$ cat config.mk
export PLATFORM = sky130hd
export DESIGN_NAME = tgrt_ctrl
export DESIGN_NICKNAME = d
export VERILOG_FILES = /design/src/hdl/tgrt_pkg.sv /design/src/hdl/tgrt_ctrl.sv
export SDC_FILE = /design/constraint.sdc
export NUM_CORES = 1
export LEC_CHECK = 0
export BUFFER_PORTS_ARGS = -buffer_cell sky130_fd_sc_hd__clkbuf_2
export CORE_MARGIN = 4
export CORE_UTILIZATION = 58
export CTS_BUF_LIST = sky130_fd_sc_hd__clkbuf_8
export CTS_CLUSTER_DIAMETER = 40
export CTS_CLUSTER_SIZE = 24
export DETAILED_ROUTE_END_ITERATION = 12
export PLACE_DENSITY = 0.91
export SLEW_MARGIN = 10
export SYNTH_ARGS = -nofsm -noshare
export SYNTH_HDL_FRONTEND = slang
export SYNTH_SLANG_ARGS = --single-unit
$ cat constraint.sdc
create_clock -name clk_i -period 4.7 [get_ports clk_i]
set_input_delay 0.235 -clock clk_i [delete_from_list [all_inputs] [get_ports clk_i]]
set_output_delay 0.235 -clock clk_i [all_outputs]
set_load 0.01 [all_outputs]
$ cat src/hdl/tgrt_pkg.sv
// shared constants, types and helpers of the tile grid ray traversal unit
package tgrt_pkg;

  localparam int MAX_MAP_COLS = 128;
  localparam int MAX_MAP_ROWS = 128;
  localparam int NUM_LAYERS   = 4;
  localparam int STEP_LIMIT   = 512;

  localparam int CELLS   = MAX_MAP_COLS * MAX_MAP_ROWS;
  localparam int ADDR_W  = (CELLS > 1) ? $clog2(CELLS) : 1;
  localparam int CIDX_W  = (MAX_MAP_COLS > 1) ? $clog2(MAX_MAP_COLS) : 1;
  localparam int RIDX_W  = (MAX_MAP_ROWS > 1) ? $clog2(MAX_MAP_ROWS) : 1;
  localparam int STEP_W  = $clog2(STEP_LIMIT + 1);

  localparam int PT_W    = 20;
  localparam int TILE_W  = 13;
  localparam int ID_W    = 16;
  localparam int LAYER_W = 2;
  localparam int OC_W    = 3;
  localparam int CW      = 17;   // column / row counters
  localparam int TPX_W   = 12;   // tile size in q4 units
  localparam int MACC_W  = 42;   // walk accumulators
  localparam int DIFF_W  = 22;
  localparam int SUM_W   = 45;

  localparam int IN_TDATA_W  = 128;
  localparam int OUT_TDATA_W = 72;
  localparam int CFG_IDX_W   = 3;
  localparam int CFG_DATA_W  = 8;

  localparam int DIV_NUM_W  = 43;
  localparam int DIV_DEN_W  = 20;
  localparam int DIV_CNT_W  = 6;
  localparam int TILE_NUM_W = 15;

  localparam logic signed [SUM_W-1:0] PT_MAX = SUM_W'(524287);
  localparam logic signed [SUM_W-1:0] PT_MIN = -SUM_W'(524288);

  typedef enum logic [CFG_IDX_W-1:0] {
    CFG_TILE_W   = 3'd0,
    CFG_TILE_H   = 3'd1,
    CFG_MAP_W    = 3'd2,
    CFG_MAP_H    = 3'd3,
    CFG_COLLIDE  = 3'd4
  } cfg_idx_e;

  typedef enum logic [OC_W-1:0] {
    OC_REACHED     = 3'd0,
    OC_HIT         = 3'd1,
    OC_START_SOLID = 3'd2,
    OC_SAME_TILE   = 3'd3,
    OC_STEP_LIMIT  = 3'd4
  } outcome_e;

  typedef enum logic [2:0] {
    DIV_SX, DIV_SY, DIV_EX, DIV_EY, DIV_HIT
  } div_src_e;

  typedef enum logic [2:0] {
    MUL_MX, MUL_MY, MUL_IX, MUL_IY, MUL_HIT
  } mul_sel_e;

  typedef struct packed {
    logic     clear;
    logic     load;
    logic     write;
    logic     div_go;
    div_src_e div_src;
    logic     mul_go;
    mul_sel_e mul_sel;
    logic     step;
    logic     hit_prep;
    logic     emit;
    outcome_e outcome;
  } cmd_t;

  typedef struct packed {
    logic clear_done;
    logic div_busy;
    logic same_tile;
    logic solid;
    logic step_limit;
    logic out_free;
  } sts_t;

  function automatic logic signed [PT_W-1:0] sat_pt(input logic signed [SUM_W-1:0] v);
    logic signed [SUM_W-1:0] r;
    r = (v > PT_MAX) ? PT_MAX : ((v < PT_MIN) ? PT_MIN : v);
    return r[PT_W-1:0];
  endfunction

endpackage

$ cat src/hdl/tgrt_ctrl.sv
// controller state machine sequencing writes, tile divisions, the walk and the hit point
module tgrt_ctrl (
  input  logic           clk_i,
  input  logic           rst_ni,
  input  logic           s_tvalid_i,
  input  logic           s_mode_i,
  output logic           s_tready_o,
  output tgrt_pkg::cmd_t cmd_o,
  input  tgrt_pkg::sts_t sts_i
);
  import tgrt_pkg::*;

  typedef enum logic [4:0] {
    ST_CLEAR, ST_IDLE, ST_WRITE, ST_DIV, ST_DWAIT, ST_CHECK, ST_LOOK, ST_TEST,
    ST_MX, ST_MY, ST_IX, ST_IY, ST_STEP, ST_HPREP, ST_HMUL, ST_HDIV, ST_HWAIT,
    ST_EMIT
  } state_e;

  state_e   state_q;
  div_src_e src_q;
  logic     first_q;
  outcome_e oc_q;

  always_comb begin
    cmd_o         = '0;
    cmd_o.div_src = src_q;
    cmd_o.mul_sel = MUL_MX;
    cmd_o.outcome = oc_q;
    s_tready_o    = (state_q == ST_IDLE);
    cmd_o.load    = s_tready_o && s_tvalid_i;
    case (state_q)
      ST_CLEAR: cmd_o.clear  = 1'b1;
      ST_WRITE: cmd_o.write  = 1'b1;
      ST_DIV:   cmd_o.div_go = 1'b1;
      ST_MX: begin
        cmd_o.mul_go  = 1'b1;
        cmd_o.mul_sel = MUL_MX;
      end
      ST_MY: begin
        cmd_o.mul_go  = 1'b1;
        cmd_o.mul_sel = MUL_MY;
      end
      ST_IX: begin
        cmd_o.mul_go  = 1'b1;
        cmd_o.mul_sel = MUL_IX;
      end
      ST_IY: begin
        cmd_o.mul_go  = 1'b1;
        cmd_o.mul_sel = MUL_IY;
      end
      ST_STEP:  cmd_o.step = !sts_i.same_tile && !sts_i.step_limit;
      ST_HPREP: cmd_o.hit_prep = 1'b1;
      ST_HMUL: begin
        cmd_o.mul_go  = 1'b1;
        cmd_o.mul_sel = MUL_HIT;
      end
      ST_HDIV: begin
        cmd_o.div_go  = 1'b1;
        cmd_o.div_src = DIV_HIT;
      end
      ST_EMIT:  cmd_o.emit = sts_i.out_free;
      default: ;
    endcase
  end

  always_ff @(posedge clk_i or negedge rst_ni) begin
    if (!rst_ni) begin
      state_q <= ST_CLEAR;
      src_q   <= DIV_SX;
      first_q <= 1'b0;
      oc_q    <= OC_REACHED;
    end else begin
      case (state_q)
        ST_CLEAR: if (sts_i.clear_done) state_q <= ST_IDLE;
        ST_IDLE: begin
          if (s_tvalid_i) begin
            src_q   <= DIV_SX;
            state_q <= s_mode_i ? ST_DIV : ST_WRITE;
          end
        end
        ST_WRITE: state_q <= ST_IDLE;
        ST_DIV:   state_q <= ST_DWAIT;
        ST_DWAIT: begin
          if (!sts_i.div_busy) begin
            case (src_q)
              DIV_SX:  src_q <= DIV_SY;
              DIV_SY:  src_q <= DIV_EX;
              DIV_EX:  src_q <= DIV_EY;
              default: src_q <= DIV_SX;
            endcase
            state_q <= (src_q == DIV_EY) ? ST_CHECK : ST_DIV;
          end
        end
        ST_CHECK: begin
          if (sts_i.same_tile) begin
            oc_q    <= OC_SAME_TILE;
            state_q <= ST_EMIT;
          end else begin
            first_q <= 1'b1;
            state_q <= ST_LOOK;
          end
        end
        ST_LOOK: state_q <= ST_TEST;
        ST_TEST: begin
          if (sts_i.solid) begin
            if (first_q) begin
              oc_q    <= OC_START_SOLID;
              state_q <= ST_EMIT;
            end else begin
              state_q <= ST_HPREP;
            end
          end else begin
            state_q <= first_q ? ST_MX : ST_STEP;
          end
        end
        ST_MX: state_q <= ST_MY;
        ST_MY: state_q <= ST_IX;
        ST_IX: state_q <= ST_IY;
        ST_IY: state_q <= ST_STEP;
        ST_STEP: begin
          if (sts_i.same_tile) begin
            oc_q    <= OC_REACHED;
            state_q <= ST_EMIT;
          end else if (sts_i.step_limit) begin
            oc_q    <= OC_STEP_LIMIT;
            state_q <= ST_EMIT;
          end else begin
            first_q <= 1'b0;
            state_q <= ST_LOOK;
          end
        end
        ST_HPREP: state_q <= ST_HMUL;
        ST_HMUL:  state_q <= ST_HDIV;
        ST_HDIV:  state_q <= ST_HWAIT;
        ST_HWAIT: begin
          if (!sts_i.div_busy) begin
            oc_q    <= OC_HIT;
            state_q <= ST_EMIT;
          end
        end
        ST_EMIT: if (sts_i.out_free) state_q <= ST_IDLE;
        default: state_q <= ST_IDLE;
      endcase
    end
  end

`ifndef SYNTHESIS
  a_emit_free: assert property (@(posedge clk_i) disable iff (!rst_ni)
    cmd_o.emit |-> sts_i.out_free) else $error("result emitted over a pending one");
  a_div_idle: assert property (@(posedge clk_i) disable iff (!rst_ni)
    cmd_o.div_go |-> !sts_i.div_busy) else $error("divider started while busy");
  a_step_live: assert property (@(posedge clk_i) disable iff (!rst_ni)
    cmd_o.step |-> !sts_i.same_tile && !sts_i.step_limit) else $error("step past walk end");
  a_no_load_busy: assert property (@(posedge clk_i) disable iff (!rst_ni)
    cmd_o.load |-> !sts_i.div_busy) else $error("item taken while dividing");
`endif

endmodule

==> results.tsv <==
stage	metric	value	unit
cts	cts_buffer_depth	2	
synthesis	ys.flop_type	dfrtp_1	
routing	final_antenna_net_count	0	
final_layout	syn_to_final_growth	16.6	%
synthesis	synth-xor-area-share	0.00847	
cts	cts-buffers-inserted	3	
synthesis	yosysWarnings	0	
timing	setup_ws	2.56	ns
die	ioPinCount	28	
flow_run	drv_cap	0	
timing	setup_viol_count_final	0	
timing	tightest_slew	0.609	ns
final_layout	multi_input_area	687	um2
grt	grt_pass1_vias	1034	
routing	vias	1143	
power_and_ir_drop	combPwrFrac	0.572	
synthesis	synth-seq-cells	11	
setup_path	critPathCaptureType	primary output	
routing	wl_met1	1.14	mm
final_layout	nFillCells	131	
cts	cts_tree	done	
timing	maxSlewViolCount	0	
setup_path	start_kind	flop	
synthesis	synth.cell_area	1030	um2
placed_design	dp_hpwl	2.10	mm
die	num_rows	14	
power_and_ir_drop	finalPower	0.789	mW
die	die-area	2520	um2
synthesis	yosys.cell_types.count	48	
synthesis	synth-simple-area-share	0.316	
cts	cts.clk_slew.worst_paths	0.05	ns
routing	drt-vias-per-instance	6.31	
final_layout	n_antenna_cell	0	
synthesis	netlist_instances	134	
final_layout	final_layout_size_suffix_gt1_frac	0.255	
power_and_ir_drop	swShare	0.505	
synthesis	synth.avg_cell_area	7.71	um2
cts	cts.sinks	11	
die	die_y	50.2	um
synthesis	synth_edf_count	0	
cts	htreeDepth	1	
final_layout	fin_nets	171	
power_and_ir_drop	intPower	0.391	mW
timing	hold_viol	0	
routing	dr.pass1.iters	4	
timing	fin_crit_sh	0.455	
power_and_ir_drop	powerDensity	655	nW/um2
power_and_ir_drop	p_leak	0.543	nW
timing	relSlewSlack	0.594	
timing	fin_setup_tns	0	ns
routing	drt_iter0_drc	62	
setup_path	crit_fanout	16	
routing	wl_per_cell	15.7	um
cts	cts-root-buf	clkbuf_8	
hold_path	hold_path.class	in2reg	
power_and_ir_drop	p_sw	0.398	mW
synthesis	synth.area.mux_share	0.0448	
die	core-area	1590	um2
routing	routed.top_layer	met4	
die	start_util	0.648	
power_and_ir_drop	seq_power_share	0.306	
routing	wl_met2	1.36	mm
timing	finalClockSkew	0.00620	ns
synthesis	synth.area.top_cells	dfrtp_1 27%, o21ai_0 6.3%, nor2_1 6.2%, nand2_1 4.4%, ha_1 3.6%	
placed_design	pre_cts_ws	2.70	ns
die	die_x	50.2	um
timing	fmaxAchievable	0.468	GHz
synthesis	seq_area_frac_synth	0.266	
synthesis	yosysTopAreaCell	dfrtp_1	
synthesis	netlist.area_leader.share	0.266	
routing	route.detailed.drc	0	
power_and_ir_drop	pwr-share-clk	0.122	
setup_path	critPathKind	reg2out	
timing	fin_crit	2.14	ns
timing	rsz0062_at_grt	no	
routing	dr_wl_met3	266	um
power_and_ir_drop	vdd_drop_max	0.000510	V
run_status	run_status	completed	
grt	grt_pass1_wl	4.75	mm
setup_path	required	4.47	ns
synthesis	synth_fa_ha_area_frac	0.0363	
placed_design	gp_congestion	0.881	
timing	hold_slack	0.347	ns
setup_path	cp.arrival	1.90	ns
synthesis	synthArstFlopShare	1.00	
grt	grt_overflow_total	0	
synthesis	yosysMostFrequentCell	nor2_1	
synthesis	synthTopCellsByCount	17 x nor2_1, 13 x o21ai_0, 12 x nand2_1, 11 x dfrtp_1	
cts	clk_latency	0.25	ns
placed_design	port-buffer-count	27	
synthesis	synth-compound-area-share	0.259	
cts	cts_resized	0	
final_layout	seq_area	275	um2
synthesis	synth_top_family_by_area	simple AND/OR/NAND/NOR gates	
routing	finalWirelength	2.84	mm
synthesis	syn_nets	147	
grt	grt_max_degree	24	
grt	antenna_found_initial	0	
grt	grt.total_usage	0.248	
-- area by class of cell --
cell class                      count  area share
Multi-Input combinational cell    108       0.570
Timing Repair Buffer               28       0.120
Tap cell                           24      0.0249
Clock inverter                      1     0.00312
Clock buffer                        3      0.0343
Sequential cell                    11       0.228
Inverter                            6      0.0187
-- registers in the layout, indices dropped and copies added (netlist names) --
| name | count |
|---|---|
| oc_q | 3 |
| first_q | 1 |
| src_q | 2 |
| state_q | 5 |
-- critical path: stages, from the launching register on --
cell and delay, ns:
dfrtp_1 0.67, nor4b_1 0.51, nand2b_1 0.13, nor2_1 0.17
clkbuf_2 0.16
-- logic make-up (layout without fill, tap and decap cells) --
group                      count (synthesis)  after routing
and+or+nand+nor                           61             61
AOI/OAI and AO/OA                         39             39
buffers and inverters                     15             38
DFF                                       11             11
muxes                                      4              4
adders and majority gates                  3              3
xor gates and xnor gates                   1              1
-- metrics by stage --
step | instances | area [um2] | utilization
after floorplan | 134 | 1030 | -
after global routing | 181 | 1200 | 0.756
after global placement | 176 | 1150 | 0.721
after CTS | 181 | 1200 | 0.756
after detailed placement | 176 | 1150 | 0.721
final | 181 | 1200 | 0.756
-- cell usage in the layout (no fill, tap or decap), types with 2 or more instances in the layout --
| cell type | Yosys | final |
|---|---|---|
| clkbuf_8 | 0 | 3 |
| clkbuf_2 | 1 | 27 |
| a22o_1 | 2 | 2 |
| a31oi_1 | 4 | 4 |
| mux2i_1 | 2 | 2 |
| o21ai_1 | 2 | 2 |
| inv_1 | 6 | 7 |
| nor4_1 | 3 | 3 |
| nand3_1 | 2 | 2 |
| a22oi_1 | 2 | 2 |
| dfrtp_1 | 11 | 11 |
| nand2b_1 | 6 | 6 |
| ha_1 | 3 | 3 |
| nor4b_1 | 2 | 2 |
| nor2_1 | 17 | 17 |
| nand2_1 | 12 | 12 |
| a21oi_1 | 5 | 5 |
| o211ai_1 | 2 | 2 |
| o21ai_0 | 13 | 13 |
| or2_2 | 2 | 2 |
| nor3_1 | 4 | 4 |
-- final timing paths --
check | from | end | slack (ns) | depth (start not counted)
max | state_q[2]$_DFFE_PN0P_ | cmd_o[5] | 2.56 | 4
min | sts_i[1] | oc_q[2]$_DFFE_PN0P_ | 0.35 | 3
max reg2reg | state_q[2]$_DFFE_PN0P_ | oc_q[0]$_DFFE_PN0P_ | 2.61 | 5
min reg2reg | oc_q[1]$_DFFE_PN0P_ | oc_q[1]$_DFFE_PN0P_ | 0.51 | 1
max in group asynchronous | rst_ni | oc_q[2]$_DFFE_PN0P_ | 4.06 | 2
min in group asynchronous | rst_ni | state_q[2]$_DFFE_PN0P_ | 0.40 | 2
-- power groups by stage --
stage	Combinational (mW)	Sequential [mW]	Clock [mW]
floorplan	0.407	0.165	0
global placement	0.430	0.235	0
detailed placement	0.445	0.238	0
CTS	0.447	0.237	0.0971
global route	0.500	0.254	0.104
finish	0.452	0.242	0.0960
-- repair_timing --
| action | 4_1_cts | 5_1_grt |
|---|---|---|
| hold buffers | 1 | 0 |
| buffers inserted | 0 | 0 |
| hold endpoints to repair | 11 | 0 |
-- per-layer routing --
layer  GRT usage  vias to the layer above
met4       0.134                        0
met2       0.398                       71
li1            -                      533
met1       0.308                      530
met5           0                        -
met3      0.0562                        9
(Power assumes the default switching activity.)
